File: config.mk
export PLATFORM = sky130hd
export DESIGN_NAME = mcht_ctrl
export DESIGN_NICKNAME = d
export VERILOG_FILES = /design/src/hw/rtl/mcht_pkg.sv /design/src/hw/rtl/mcht_ctrl.sv
export SDC_FILE = /design/constraint.sdc
export NUM_CORES = 1
export LEC_CHECK = 0
export BUFFER_PORTS_ARGS = -buffer_cell sky130_fd_sc_hd__clkbuf_2
export CAP_MARGIN = 5
export CORE_MARGIN = 1.5
export CORE_UTILIZATION = 45
export DETAILED_ROUTE_END_ITERATION = 12
export PLACE_DENSITY = 0.82
export SLEW_MARGIN = 20
export SYNTH_ARGS = -nofsm -noshare
export SYNTH_HDL_FRONTEND = slang
export SYNTH_SLANG_ARGS = --single-unit
File: constraint.sdc
create_clock -name i_clk -period 1.45 [get_ports i_clk]
set_input_delay 0.29 -clock i_clk [delete_from_list [all_inputs] [get_ports i_clk]]
set_output_delay 0.29 -clock i_clk [all_outputs]
set_load 0.01 [all_outputs]
File: src/hw/rtl/mcht_pkg.sv
`default_nettype none
package mcht_pkg;
    localparam int unsigned POOL_SLOTS_DEF = 128;
    localparam int unsigned BUCKETS_DEF    = 19;

    localparam logic [2:0] ST_ADDED   = 3'd0;
    localparam logic [2:0] ST_REMOVED = 3'd1;
    localparam logic [2:0] ST_PRESENT = 3'd2;
    localparam logic [2:0] ST_ABSENT  = 3'd3;
    localparam logic [2:0] ST_FULL    = 3'd4;

    typedef enum logic [3:0] {
        S_IDLE,
        S_HASH,
        S_HEAD,
        S_WALK,
        S_FREE,
        S_APPEND,
        S_UNLINK,
        S_DONE
    } t_state;

    // Commands from controller to datapath.
    typedef struct packed {
        logic load;       // latch input item, start hash
        logic hash_step;  // add one MAC byte or do one reduce step
        logic head_rd;    // read bucket head and size
        logic walk_rd;    // read current chain slot
        logic walk_adv;   // advance to link
        logic free_step;  // scan one slot for free
        logic do_add;     // write new entry, link it
        logic do_del;     // unlink hit entry
        logic set_res;    // latch result
        logic [2:0] res_status;
    } t_cmd;

    // Status from datapath to controller.
    typedef struct packed {
        logic hash_done;
        logic chain_end;  // current pointer is NO_SLOT or step limit reached
        logic match;      // current slot matches key
        logic free_found;
        logic free_end;
        logic kind;
    } t_sts;
endpackage
`default_nettype wire

File: src/hw/rtl/mcht_ctrl.sv
`default_nettype none
module mcht_ctrl (
    input  wire logic         i_clk,
    input  wire logic         i_rst_n,
    input  wire logic         i_in_valid,
    output logic              o_in_stall,
    output logic              o_res_valid,
    input  wire logic         i_res_stall,
    input  wire mcht_pkg::t_sts i_sts,
    output mcht_pkg::t_cmd    o_cmd
);
    import mcht_pkg::*;

    t_state r_state, n_state;
    logic   r_res_valid, n_res_valid;
    // wait for the registered slot read before deciding
    logic   r_rd_wait, n_rd_wait;
    // hold the decided status until the result register takes it
    logic [2:0] r_res_status, n_res_status;

    always_ff @(posedge i_clk) begin
        if (!i_rst_n) begin
            r_state      <= S_IDLE;
            r_res_valid  <= 1'b0;
            r_rd_wait    <= 1'b0;
            r_res_status <= ST_ADDED;
        end else begin
            r_state      <= n_state;
            r_res_valid  <= n_res_valid;
            r_rd_wait    <= n_rd_wait;
            r_res_status <= n_res_status;
        end
    end

    always_comb begin
        n_state      = r_state;
        n_res_valid  = r_res_valid;
        n_rd_wait    = 1'b0;
        n_res_status = r_res_status;
        o_cmd        = '0;
        o_cmd.res_status = r_res_status;
        o_in_stall   = 1'b1;
        if (r_res_valid && !i_res_stall) n_res_valid = 1'b0;
        case (r_state)
            S_IDLE: begin
                o_in_stall = 1'b0;
                if (i_in_valid) begin
                    o_cmd.load = 1'b1;
                    n_state    = S_HASH;
                end
            end
            S_HASH: begin
                o_cmd.hash_step = 1'b1;
                if (i_sts.hash_done) n_state = S_HEAD;
            end
            S_HEAD: begin
                o_cmd.head_rd = 1'b1;
                n_state = S_WALK;
            end
            S_WALK: begin
                if (i_sts.chain_end) begin
                    if (i_sts.kind) n_state = S_FREE;
                    else begin
                        n_res_status = ST_ABSENT;
                        n_state = S_DONE;
                    end
                end else if (!r_rd_wait) begin
                    o_cmd.walk_rd = 1'b1;
                    n_rd_wait     = 1'b1;
                end else if (i_sts.match) begin
                    if (i_sts.kind) begin
                        n_res_status = ST_PRESENT;
                        n_state = S_DONE;
                    end else begin
                        n_state = S_UNLINK;
                    end
                end else begin
                    o_cmd.walk_adv = 1'b1;
                end
            end
            S_FREE: begin
                if (i_sts.free_found) n_state = S_APPEND;
                else if (i_sts.free_end) begin
                    n_res_status = ST_FULL;
                    n_state = S_DONE;
                end else o_cmd.free_step = 1'b1;
            end
            S_APPEND: begin
                o_cmd.do_add = 1'b1;
                n_res_status = ST_ADDED;
                n_state = S_DONE;
            end
            S_UNLINK: begin
                o_cmd.do_del = 1'b1;
                n_res_status = ST_REMOVED;
                n_state = S_DONE;
            end
            S_DONE: begin
                if (!r_res_valid || !i_res_stall) begin
                    o_cmd.set_res = 1'b1;
                    n_res_valid   = 1'b1;
                    n_state       = S_IDLE;
                end
            end
            default: n_state = S_IDLE;
        endcase
    end

    assign o_res_valid = r_res_valid;
endmodule
`default_nettype wire

After elaboration in Yosys (flattened, before gate mapping) --
Index checks and enable logic that the tools add are counted.
Storage, ports and cells: bits in registers 9, bits of input ports 10, word-level logic and storage cells 72
Operators by class: equal/unequal tests 17, muxes and demuxes 39, bitwise logic cells 2, reduce and logical (&&, ||, !) cells 10
Operators by type and width (count):
- 4-bit 2-to-1 mux | 8
- 4-bit case mux with 7 select lines | 1
- 3-bit 2-to-1 mux | 7
- 1-bit 2-to-1 mux | 19
- 4-bit by 3-bit == test with 1-bit output, second input constant | 4
- 3-bit != test, second input constant | 5
- 3-bit case mux with 4 select lines | 1
- 2-bit != test, second input constant | 5
- 4-bit by 2-bit == test with 1-bit output, second input constant | 2
- 7-bit AND reduction | 1
- 2-bit 2-to-1 mux | 3
- 6-bit AND reduction | 1
- 4-bit by 1-bit == test with 1-bit output, second input constant | 1
- 4-bit zero test | 1
- 4-bit nonzero test | 1
- 3-bit OR reduction | 1
- 1-bit zero test | 2
- 1-bit inverter | 2
- 2-bit OR reduction | 1
- 1-bit logical AND | 1
- 1-bit logical OR | 1

Longest topological paths before layout --
Gate-level depths: netlist (run 1).
depth in word-level cells 5, depth in mapped cells 6

Worst setup path after synthesis (run 1) --
Ideal clock, no wire load.
path kind register to register, from register r_state[0], to register r_res_status[1], arrival 1.241 ns, path slack 0.094 ns, stages on the path, launching flop included 6, clock period less this slack 1.356 ns, cell sequence dfxtp_1 > buf_4 > nand2b_1 > o32ai_2 > or3_1 > a31o_1
Between the ends: longest elaborated chain between the ends 3
RTL lines:
- start, declared | RTL line mcht_ctrl.sv:14 | t_state r_state, n_state;
- start signal, assigned | RTL line mcht_ctrl.sv:28 | r_state <= n_state;
- 4-bit by 2-bit == test with 1-bit output / 4-bit by 3-bit == test with 1-bit output (equally long branches) | RTL line mcht_ctrl.sv:44 | case (r_state)
- 3-bit != test (no source line) (tied with other cells)
- 7-bit AND reduction (no source line)
- end signal, assigned | RTL line mcht_ctrl.sv:31 | r_res_status <= n_res_status;
- end, declared | RTL line mcht_ctrl.sv:19 | logic [2:0] r_res_status, n_res_status;
Several ways; a longest one is shown, not always the timed one. A chain may end at the register's enable or synchronous reset.

==> results.md, run 1 <==
- Antenna viol nets, final: 0
- Hold Crit Depth: 3
- Arrival time at the worst endpoint: 1.17 ns
- Cts hold-fix bufs: 0
- Synth Area in Adders: 6.32%
- Root Buffer: clkbuf_4
- Outcome: finished with violations
- Worst-case clock buffer depth: 2
- Clk Latency, worst-skew pair: approximately 0.26 ns
- WL final: 1890 um
- Violated checks: negative setup slack
- # DRC: 0
- R2R Setup Slk: 0.04 ns
- Setup slack after layout: -0.00628 ns
- Hold EP: o_res_valid$_SDFF_PN0_
- Hold Crit Class: in -> reg
- Design area: around 950 um2
- Fin. Hold Viols: 0
- Cells after synthesis: between 70 and 80
- CTS tree: yes
- Via count: 728
- VDD IR-drop max: about 0.89 mV
- Fin util: 81.0%
- Initial antenna violation count: 0
- # H-tree levels: 1
- Count of different cell masters after synthesis: 32
- Crit path capture type: output port
- GPL Wtd Cong: 0.899
- Crit share post-route: 100%
- Final net count: approximately 130
- Synth Area in Simple Gates: between 30 and 40%
- Largest net degree at the start of global routing: 13
- Vias in the first global route: 658
- Slew Limit Headroom: 76.4%
- Chip Width: 39.3 um
- Final clock skew: 0.00624 ns
- I/O pin count: 24
- Synth Register Bits: 8
- Worst Max-Slew Pin Slew: 0.349 ns
- Post-synthesis average cell area: between 7 and 8 um2
- Sequential share of the synthesized area: a little over a quarter
- RR Endpoint: r_state[1]$_SDFFE_PN0P_
- Net Count, Synth: 89
- Post-synthesis to final-layout area growth: 59.6%
- Worst R2R Path Depth: 5
- Starting DRT DRC Count: 20
- Worst-path fanout max: 9
- Post-Place Setup Slack: -0.111 ns
- Multiplexer share of the synthesized area: 3.37%
- Hold_ws: between 0.3 and 0.4 ns
- Avg WL per Cell: 15.2 um
- Initial Util: 50.7%
- CP Launch Type: flop
- Compound-Gate Fraction of Synth Area: 22.7%
- Leakage: 0.456 nW
- Clock transition at path regs: 0.05 ns
- Most frequent cells in the layout: 18 x clkbuf_2, 9 x buf_4, 8 x nand2_1
- CTS sink cnt: 8
- DP Area: 761 um2
- Number of buffers created by CTS: 3
- Critical Path RT: 1.16 ns
- Max-cap violations: 0
- YS warnings: 0
- Cell Area, Synth: 594 um2
- Layout cell share with drive strength beyond 1: 53.2%
- First-pass GRT wire length: around 2700 um
- Maximum clock rate: 0.687 GHz
- CP Class: reg -> out
- Gr usage total: 26.5%
- Most common cell after layout, fill and taps aside: clkbuf_2
- Die Area: ~1500 um2
- Max Slew Vio Count: 0
- Hold_sp: i_res_stall
- PwrDens: about 1400 nW/um2
- Pre-Repair DR Iteration Count: 4
- Core footprint: 1170 um2
- Post-DP HPWL: roughly 1200 um
- Min cycle time layout: 1.46 ns
- Antenna Diode Count: 0
- Buffers added on ports: 23
- Die Height: 39.3 um
- Main combinational cell family by area after synthesis: simple AND/OR/NAND/NOR gates
- Synth Area in XOR/XNOR: 0%
- Num rows: 12
- RSZ-0062 raised after global routing: yes
- Final setup vio count: 3
- Worst flop-to-flop path startpoint: r_state[2]$_SDFFE_PN0P_
- Vias per inst: a little under 6
- GRT overflow: 0
-- final cells by class --
class,instances,area [um2]
multi-input cells,58,473
fillers,72,223
clock buffers,3,22.5
flip-flops and latches,8,169
inverters,5,21.3
well taps,14,17.5
repair buffers,37,245
-- where the power goes --
part,total [mW],internal (mW),switching (mW)
Clock,0.177,0.0951,0.0815
Combinational,0.835,0.411,0.424
Sequential,0.339,0.280,0.0584
-- how the worst max path moves through the flow --
stage / slack [ns] / endpoint / from
CTS: -0.02 / o_cmd[6] / r_state[1]$_SDFFE_PN0P_
finish: -0.006 / o_cmd[9] / r_state[2]$_SDFFE_PN0P_
floorplan: 0.09 / r_res_status[1]$_SDFFE_PN0P_ / r_state[0]$_SDFFE_PN0P_
global placement: -0.07 / r_res_status[1]$_SDFFE_PN0P_ / i_sts[4]
detailed placement: -0.11 / r_res_status[1]$_SDFFE_PN0P_ / i_sts[0]
global route: -0.08 / o_cmd[6] / r_state[2]$_SDFFE_PN0P_
-- logic make-up (layout without fill, tap and decap cells) --
group,after synthesis,count (layout)
buffers and inverters,10,45
muxes,2,2
DFF,8,8
AOI/OAI and AO/OA,18,18
adders and majority gates,3,3
and+or+nand+nor,35,35
-- layer usage --
layer	wire length (um)	part of all wire, %	up-vias	GRT usage (%)
met5	0	0	-	0
met4	48	2.5	0	14.7
met3	127	6.7	6	3.41
met2	928	49	38	50.0
met1	789	42	333	27.6
li1	-	-	351	-
-- synthesized netlist by cell type --
| cell type | number | area, um2 |
|---|---|---|
| nor4b_1 | 1 | 8.76 |
| o21ai_0 | 3 | 15.0 |
| nor3_1 | 3 | 15.0 |
| nand3_1 | 5 | 25.0 |
| and2_1 | 1 | 6.26 |
| o211a_1 | 1 | 10.0 |
| nor2_1 | 4 | 15.0 |
| nand2b_1 | 3 | 18.8 |
| o32ai_2 | 1 | 16.3 |
| ha_1 | 3 | 37.5 |
| or3_1 | 1 | 6.26 |
| buf_2 | 3 | 15.0 |
| inv_1 | 5 | 18.8 |
| a31o_1 | 1 | 8.76 |
| nand3b_4 | 1 | 20.0 |
| dfxtp_1 | 8 | 160 |
| a21oi_1 | 3 | 15.0 |
| nand2_1 | 8 | 30.0 |
| a31oi_1 | 1 | 6.26 |
| a41oi_1 | 1 | 8.76 |
| buf_4 | 1 | 7.51 |
| nor3b_1 | 1 | 7.51 |
| o211ai_1 | 2 | 15.0 |
| nor4_1 | 2 | 12.5 |
| o311ai_0 | 1 | 8.76 |
| a21boi_0 | 1 | 7.51 |
| mux2i_1 | 2 | 20.0 |
| nor2b_1 | 1 | 6.26 |
| clkbuf_1 | 1 | 3.75 |
| and3_1 | 4 | 25.0 |
| a211o_1 | 1 | 8.76 |
| a211oi_1 | 2 | 15.0 |
-- through the flow --
| stage | std cells | TNS (ns) | power [mW] |
|---|---|---|---|
| after floorplan | 76 | 0 | 0.711 |
| after global placement | 116 | -0.0655 | 0.889 |
| after detailed placement | 116 | -0.233 | 0.913 |
| after CTS | 124 | -0.0632 | 1.26 |
| after global routing | 125 | -0.321 | 1.43 |
| final | 125 | -0.0142 | 1.35 |
-- flip-flops by register name, indices dropped and copies added (netlist names) --
signal	flops
r_rd_wait	1
r_state	3
o_res_valid	1
r_res_status	3
-- worst max-delay path, cell delays in order (launching register included) --
cell	delay, ns
dfxtp_2	0.32
buf_6	0.13
buf_6	0.14
inv_4	0.06
and3_1	0.13
clkbuf_2	0.12
-- timing repair --
item	in CTS	in global routing
buffers inserted	5	2
resized for setup	19	16
pin swaps	1	1
endpoints found under the setup margin	12	11
(Power assumes the default switching activity.)
==> inputs of run 2 (changes only) <==
- PLACE_DENSITY: 0.82 -> 0.73
==> run 2 against run 1 <==
The run still ends with negative setup slack left. Combinational power fell by 2.9%. Die area did not move. Worst setup slack got worse by 0.067 ns. Sequential share of layout area fell by 0.66 points. Cell count rose by 3.2%. Critical path type unchanged. Cell area rose by 3.8%. Sequential power rose by 8.3%. Critical path depth fell by 2. Utilization rose by 3.1 points. Critical endpoint is now o_cmd[7]. Via count rose by 5.5%. Worst hold slack got worse by 0.026 ns.
==> results.md, run 2 (synthesis results as in run 1) <==
- DP Area: 791 um2 (+3.9%)
- Hold Crit Depth: 3 (unchanged)
- Final clock skew: 0.0126 ns (+0.00638 ns)
- Num rows: 12 (unchanged)
- Hold Crit Class: in -> reg
- Most frequent cells in the layout: 15 x clkbuf_2, 13 x buf_4, 8 x nand2_1
- Design area: 985 um2 (+3.8%)
- Outcome: finished with violations
- Buffers added on ports: 23 (unchanged)
- Initial antenna violation count: 0 (unchanged)
- Fin. Hold Viols: 0 (unchanged)
- WL final: 1920 um (+1.6%)
- Starting DRT DRC Count: 17 (-15%)
- Slowest cell delay on critical path: 0.42 ns (+0.10 ns)
- Most common cell after layout, fill and taps aside: clkbuf_2
- Min cycle time layout: 1.52 ns (+0.0668 ns)
- Clk Latency, worst-skew pair: 0.26 ns (about the same)
- Final net count: 130 (+3.2%)
- Via count: 768 (+5.5%)
- Clock transition at path regs: 0.07 ns (+0.02 ns)
- Violated checks: negative setup slack
- Final setup vio count: 7 (+4)
- Pre-Repair DR Iteration Count: 5 (+1)
- Arrival time at the worst endpoint: 1.23 ns (+0.06 ns)
- Antenna viol nets, final: 0 (unchanged)
- Post-Place Setup Slack: -0.100 ns (+0.0106 ns)
- Crit path capture type: output port
- Worst-case clock buffer depth: 2 (unchanged)
- Core footprint: 1170 um2 (unchanged)
- Gr usage total: 23.3% (-3.2 points)
- RR Endpoint: r_res_status[1]$_SDFFE_PN0P_
- Largest registers: r_res_status: 3 flops, r_state: 3 flops
- Antenna Diode Count: 0 (unchanged)
- Sequential cell area: 169 um2 (unchanged)
- Vias in the first global route: 580 (-12%)
- Largest net degree at the start of global routing: 13 (unchanged)
- Max Slew Vio Count: 0 (unchanged)
- Setup crit start: r_state[1]$_SDFFE_PN0P_
- First-pass GRT wire length: 2400 um (-11%)
- Post-DP HPWL: 1190 um (+0.56%)
- R2R Setup Slk: 0 ns (-0.04 ns)
- Placed cells: 120 (+3.4%)
- Avg WL per Cell: 14.9 um (-1.6%)
- Worst Max-Slew Pin Slew: 0.375 ns (+0.0260 ns)
- PwrDens: 1380 nW/um2 (-3.1%)
- GRT overflow: 0 (unchanged)
- Hold_ws: 0.305 ns (-0.0262 ns)
- Slew Limit Headroom: 75.0% (-1.4 points)
- Worst R2R Path Depth: 5 (unchanged)
- Max-cap violations: 0 (unchanged)
- Die Area: 1550 um2 (unchanged)
- VDD IR-drop max: 0.889 mV (about the same)
- Worst-path fanout max: 8 (-1)
- Cts hold-fix bufs: 0 (unchanged)
- Vias per inst: 5.95 (+2.2%)
- CP Class: reg -> out
- RSZ-0062 raised after global routing: yes
- Initial Util: 50.7% (unchanged)
- CTS tree: yes
- Setup slack after layout: -0.0730 ns (-0.0668 ns)
- CTS sink cnt: 8 (unchanged)
- Crit path to: o_cmd[7]
- Fin util: 84.1% (+3.1 points)
- Number of buffers created by CTS: 3 (unchanged)
- Slowest stage cell, crit path: dfxtp_4
- Post-synthesis to final-layout area growth: 65.7%
- Post-route insts no fill: 129 (+3.2%)
- CP Launch Type: flop
- Maximum clock rate: 0.657 GHz (-4.4%)
- FILL cells: 68 (-5.6%)
- Critical Path RT: 1.16 ns (about the same)
- # H-tree levels: 1 (unchanged)
- Leakage: 0.479 nW (+5.0%)
- Worst path cell trace: nand3b_4 > nor4b_4 > buf_2
- Layout cell share with drive strength beyond 1: 51.3% (-1.8 points)
- Die Height: 39.3 um (unchanged)
- Worst flop-to-flop path startpoint: r_state[1]$_SDFFE_PN0P_
- # DRC: 0 (unchanged)
- Multi-input gate area: 459 um2 (-2.9%)
- Root Buffer: clkbuf_4
- GPL Wtd Cong: 0.897 (-0.28%)
- Crit share post-route: 105% (+4.6 points)
- Chip Width: 39.3 um (unchanged)
- I/O pin count: 24 (unchanged)
[run 2: worst max-delay path: cells and delay by family, from the launching register on]
family,cells,cell delay [ns]
buffers and inverters,1,0.17
flip-flops,1,0.42
AND/OR/NAND/NOR,2,0.38
[run 2: per-stage QoR]
step	setup TNS (ns)	total power, mW
finish	-0.194	1.36
global route	-0.536	1.42
CTS	-0.132	1.18
detailed placement	-0.100	0.940
global placement	-0.0681	0.928
floorplan	0	0.711
[run 2: worst min-delay path by stage]
stage / start / end / slack (ns)
floorplan: i_res_stall / o_res_valid$_SDFF_PN0_ / 0.43
global placement: r_res_status[0]$_SDFFE_PN0P_ / r_res_status[0]$_SDFFE_PN0P_ / 0.45
detailed placement: r_res_status[0]$_SDFFE_PN0P_ / r_res_status[0]$_SDFFE_PN0P_ / 0.45
CTS: i_res_stall / o_res_valid$_SDFF_PN0_ / 0.30
global route: i_res_stall / o_res_valid$_SDFF_PN0_ / 0.31
finish: i_res_stall / o_res_valid$_SDFF_PN0_ / 0.31
[run 2: power breakdown]
part	total, mW	switching [mW]	internal (mW)
sequential	0.367	0.0858	0.281
clock	0.181	0.0853	0.0952
combinational	0.811	0.389	0.423
total	1.36	0.560	0.799
[run 2: routing by layer]
| metal | vias up | global-route usage, % | wire length [um] |
|---|---|---|---|
| met5 | - | 0 | 0 |
| met4 | 0 | 10.3 | 23 |
| met3 | 8 | 1.70 | 99 |
| met2 | 38 | 40.8 | 948 |
| met1 | 363 | 28.5 | 852 |
| li1 | 359 | - | - |
[run 2: what timing repair did]
item,4_1_cts,5_1_grt
gates cloned,0,1
setup buffers,1,5
gates resized for setup,14,20
pin swaps,1,0
setup endpoints to repair,11,9
[run 2: area by class of cell]
type / count / area share, %
inverter: 5 / 2.41
sequential: 8 / 17.2
tap: 14 / 1.78
timing repair buffer: 41 / 29.7
clock buffer: 3 / 2.29
multi-input combinational: 58 / 46.6
==> inputs of run 3 (changes only) <==
==> constraint.sdc (replaced) <==
create_clock -name i_clk -period 1.45 [get_ports i_clk]
set_input_delay 0 -clock i_clk [delete_from_list [all_inputs] [get_ports i_clk]]
set_output_delay 0 -clock i_clk [all_outputs]
set_load 0.01 [all_outputs]
==> run 3 against run 2 <==
The flow now finishes without violations. Global-route usage is 1.5 points lower. Critical path depth is 1 higher. Clock skew is 0.011 ns lower. Critical path type is now reg -> reg. Largest cell class unchanged. Largest power group unchanged.
==> results.md, run 3 (synthesis results as in run 1) <==
- Outcome: complete, no violations
- Crit path capture type: flop
- Antenna viol nets, final: 0 (unchanged)
- Min cycle time layout: 1.41 ns (-0.117 ns)
- Final net count: 117 (-10%)
- Post-CTS setup buffer count: 0 (-1)
- Worst R2R Path Depth: 4 (-1)
- Worst-path fanout max: 4 (-4)
- Fin util: 65.6% (-18 points)
- RSZ-0062 raised after global routing: no
- Slowest cell delay on critical path: 0.38 ns (-0.04 ns)
- Critical Path RT: 1.60 ns (+0.44 ns)
- First-pass GRT wire length: 2240 um (-6.9%)
- Arrival time at the worst endpoint: 1.55 ns (+0.32 ns)
- WL final: 1400 um (-27%)
- Pre-Repair DR Iteration Count: 5 (unchanged)
- Comb pwr share: 55.2% (-4.5 points)
- Post-DP HPWL: 1060 um (-11%)
- Slowest stage cell, crit path: dfxtp_1
- Layout cell share with drive strength beyond 1: 34.3% (-17 points)
- Num rows: 12 (unchanged)
- PwrDens: 1400 nW/um2 (+1.3%)
- Net Switching: 0.454 mW (-19%)
- Worst path cell trace: nand2b_1 > o32ai_2 > or3_1 > a31o_1
- Crit path to: r_res_status[1]$_SDFFE_PN0P_
- Buffers added on ports: 23 (unchanged)
- Final clock skew: 0.00197 ns (-0.0107 ns)
- Initial Util: 50.7% (unchanged)
- Crit share post-route: 96.9% (-8.1 points)
- Clock Power Share: 15.7% (+2.4 points)
- # DRC: 0 (unchanged)
- CTS tree: yes
- Hold Crit Class: in -> reg
- Maximum clock rate: 0.711 GHz (+8.4%)
- CTS sink cnt: 8 (unchanged)
- Leakage: 0.383 nW (-20%)
- Core footprint: 1170 um2 (unchanged)
- Multi-input gate area: 397 um2 (-14%)
- Setup TNS: 0 ns (+0.194 ns)
- VDD IR-drop max: 0.827 mV (-7.0%)
- Antenna Diode Count: 0 (unchanged)
- FILL cells: 102 (+50%)
- Clk Latency, worst-skew pair: 0.25 ns (about the same)
- Most common cell after layout, fill and taps aside: clkbuf_2
- Initial antenna violation count: 0 (unchanged)
- I/O pin count: 24 (unchanged)
- Vias in the first global route: 524 (-9.7%)
- GRT overflow: 0 (unchanged)
- Post-Place Setup Slack: 0.0561 ns (+0.156 ns)
- GPL Wtd Cong: 0.822 (-8.4%)
- R2R Setup Slk: 0.04 ns (+0.04 ns)
- Sequential cell area: 160 um2 (-5.2%)
- Largest net degree at the start of global routing: 15 (+2)
- Worst-case clock buffer depth: 2 (unchanged)
- Largest registers: r_res_status: 3 flops, r_state: 3 flops
- Seq pwr share: 29.1% (+2.1 points)
- Setup crit start: r_state[0]$_SDFFE_PN0P_
- Final setup vio count: 0 (-7)
- # H-tree levels: 1 (unchanged)
- Worst Max-Slew Pin Slew: 0.339 ns (-0.0356 ns)
- Chip Width: 39.3 um (unchanged)
- CP Launch Type: flop
- Clock transition at path regs: 0.05 ns (-0.02 ns)
- Max Slew Vio Count: 0 (unchanged)
- Starting DRT DRC Count: 20 (+3)
- Avg WL per Cell: 12.0 um (-19%)
- Slew Limit Headroom: 77.4% (+2.4 points)
- Number of buffers created by CTS: 3 (unchanged)
- Vias per inst: 5.52 (-7.3%)
- Most frequent cells in the layout: 23 x clkbuf_2, 8 x nand2_1, 8 x dfxtp_1
- Die Height: 39.3 um (unchanged)
- Max-cap violations: 0 (unchanged)
- P_int: 0.620 mW (-22%)
- Via count: 640 (-17%)
- Setup slack after layout: 0.0444 ns (+0.117 ns)
- RR Endpoint: r_res_status[1]$_SDFFE_PN0P_
- Post-synthesis to final-layout area growth: 29.3%
- Die Area: 1550 um2 (unchanged)
- CP Class: reg -> reg
- Fin. Hold Viols: 0 (unchanged)
- Root Buffer: clkbuf_4
- Sw frac: 42.2% (+1.0 points)
- Gr usage total: 21.8% (-1.5 points)
- Worst flop-to-flop path startpoint: r_state[0]$_SDFFE_PN0P_
run 3: cell types whose count changed in the layout (fill, tap and decap cells not counted), sizes merged:
cell / delta
buf: -20
clkbuf: +7
run 3: worst min path at each step:
stage                     slack [ns]  cells after the start        start                     end
after floorplan                 0.05                      1     i_sts[1]                o_cmd[6]
after global routing            0.03                      3  i_res_stall  o_res_valid$_SDFF_PN0_
after CTS                      0.001                      3  i_res_stall  o_res_valid$_SDFF_PN0_
final                          0.004                      3  i_res_stall  o_res_valid$_SDFF_PN0_
after detailed placement        0.26                      3     i_sts[1]                o_cmd[6]
after global placement          0.25                      3     i_sts[1]                o_cmd[6]
run 3: what timing repair did:
action	4_1_cts	5_1_grt
resized for setup	0	2
setup endpoints to repair	0	5
hold buffers	0	0
run 3: metrics by stage:
stage | instances | cell area (um2) | total power, mW | hold slack [ns]
2_1_floorplan | 76 | 594 | 0.711 | 0.0504
3_3_place_gp | 113 | 738 | 0.885 | 0.253
3_5_place_dp | 113 | 738 | 0.893 | 0.255
4_1_cts | 116 | 761 | 1.07 | 0.00140
5_1_grt | 116 | 768 | 1.15 | 0.0284
6_report | 116 | 768 | 1.07 | 0.00393
run 3: cell type report:
| type | count | area share, % |
|---|---|---|
| clock buffer | 3 | 2.93 |
| inverter | 5 | 2.44 |
| multi-input combinational | 58 | 51.6 |
| sequential | 8 | 20.8 |
| tap | 14 | 2.28 |
| timing repair buffer | 28 | 19.9 |
run 3: power groups by stage:
stage	Clock [mW]	Combinational, mW	Sequential (mW)
after detailed placement	0	0.577	0.316
final	0.169	0.593	0.313
after global routing	0.183	0.654	0.318
after CTS	0.178	0.581	0.312
after global placement	0	0.571	0.314
after floorplan	0	0.419	0.291
run 3: per-layer routing:
layer  routed length (um)  vias to the layer above  track usage [%]
met5                    0                        -                0
met4                   29                        0             12.9
met3                   78                        5             3.41
met2                  610                       24             32.5
met1                  679                      278             29.2
li1                     -                      333                -
run 3: critical path, delay by kind of cell, from the launching register on:
kind	cells	cell delay, ns
compound gates	2	0.36
flops	1	0.38
simple gates	2	0.56
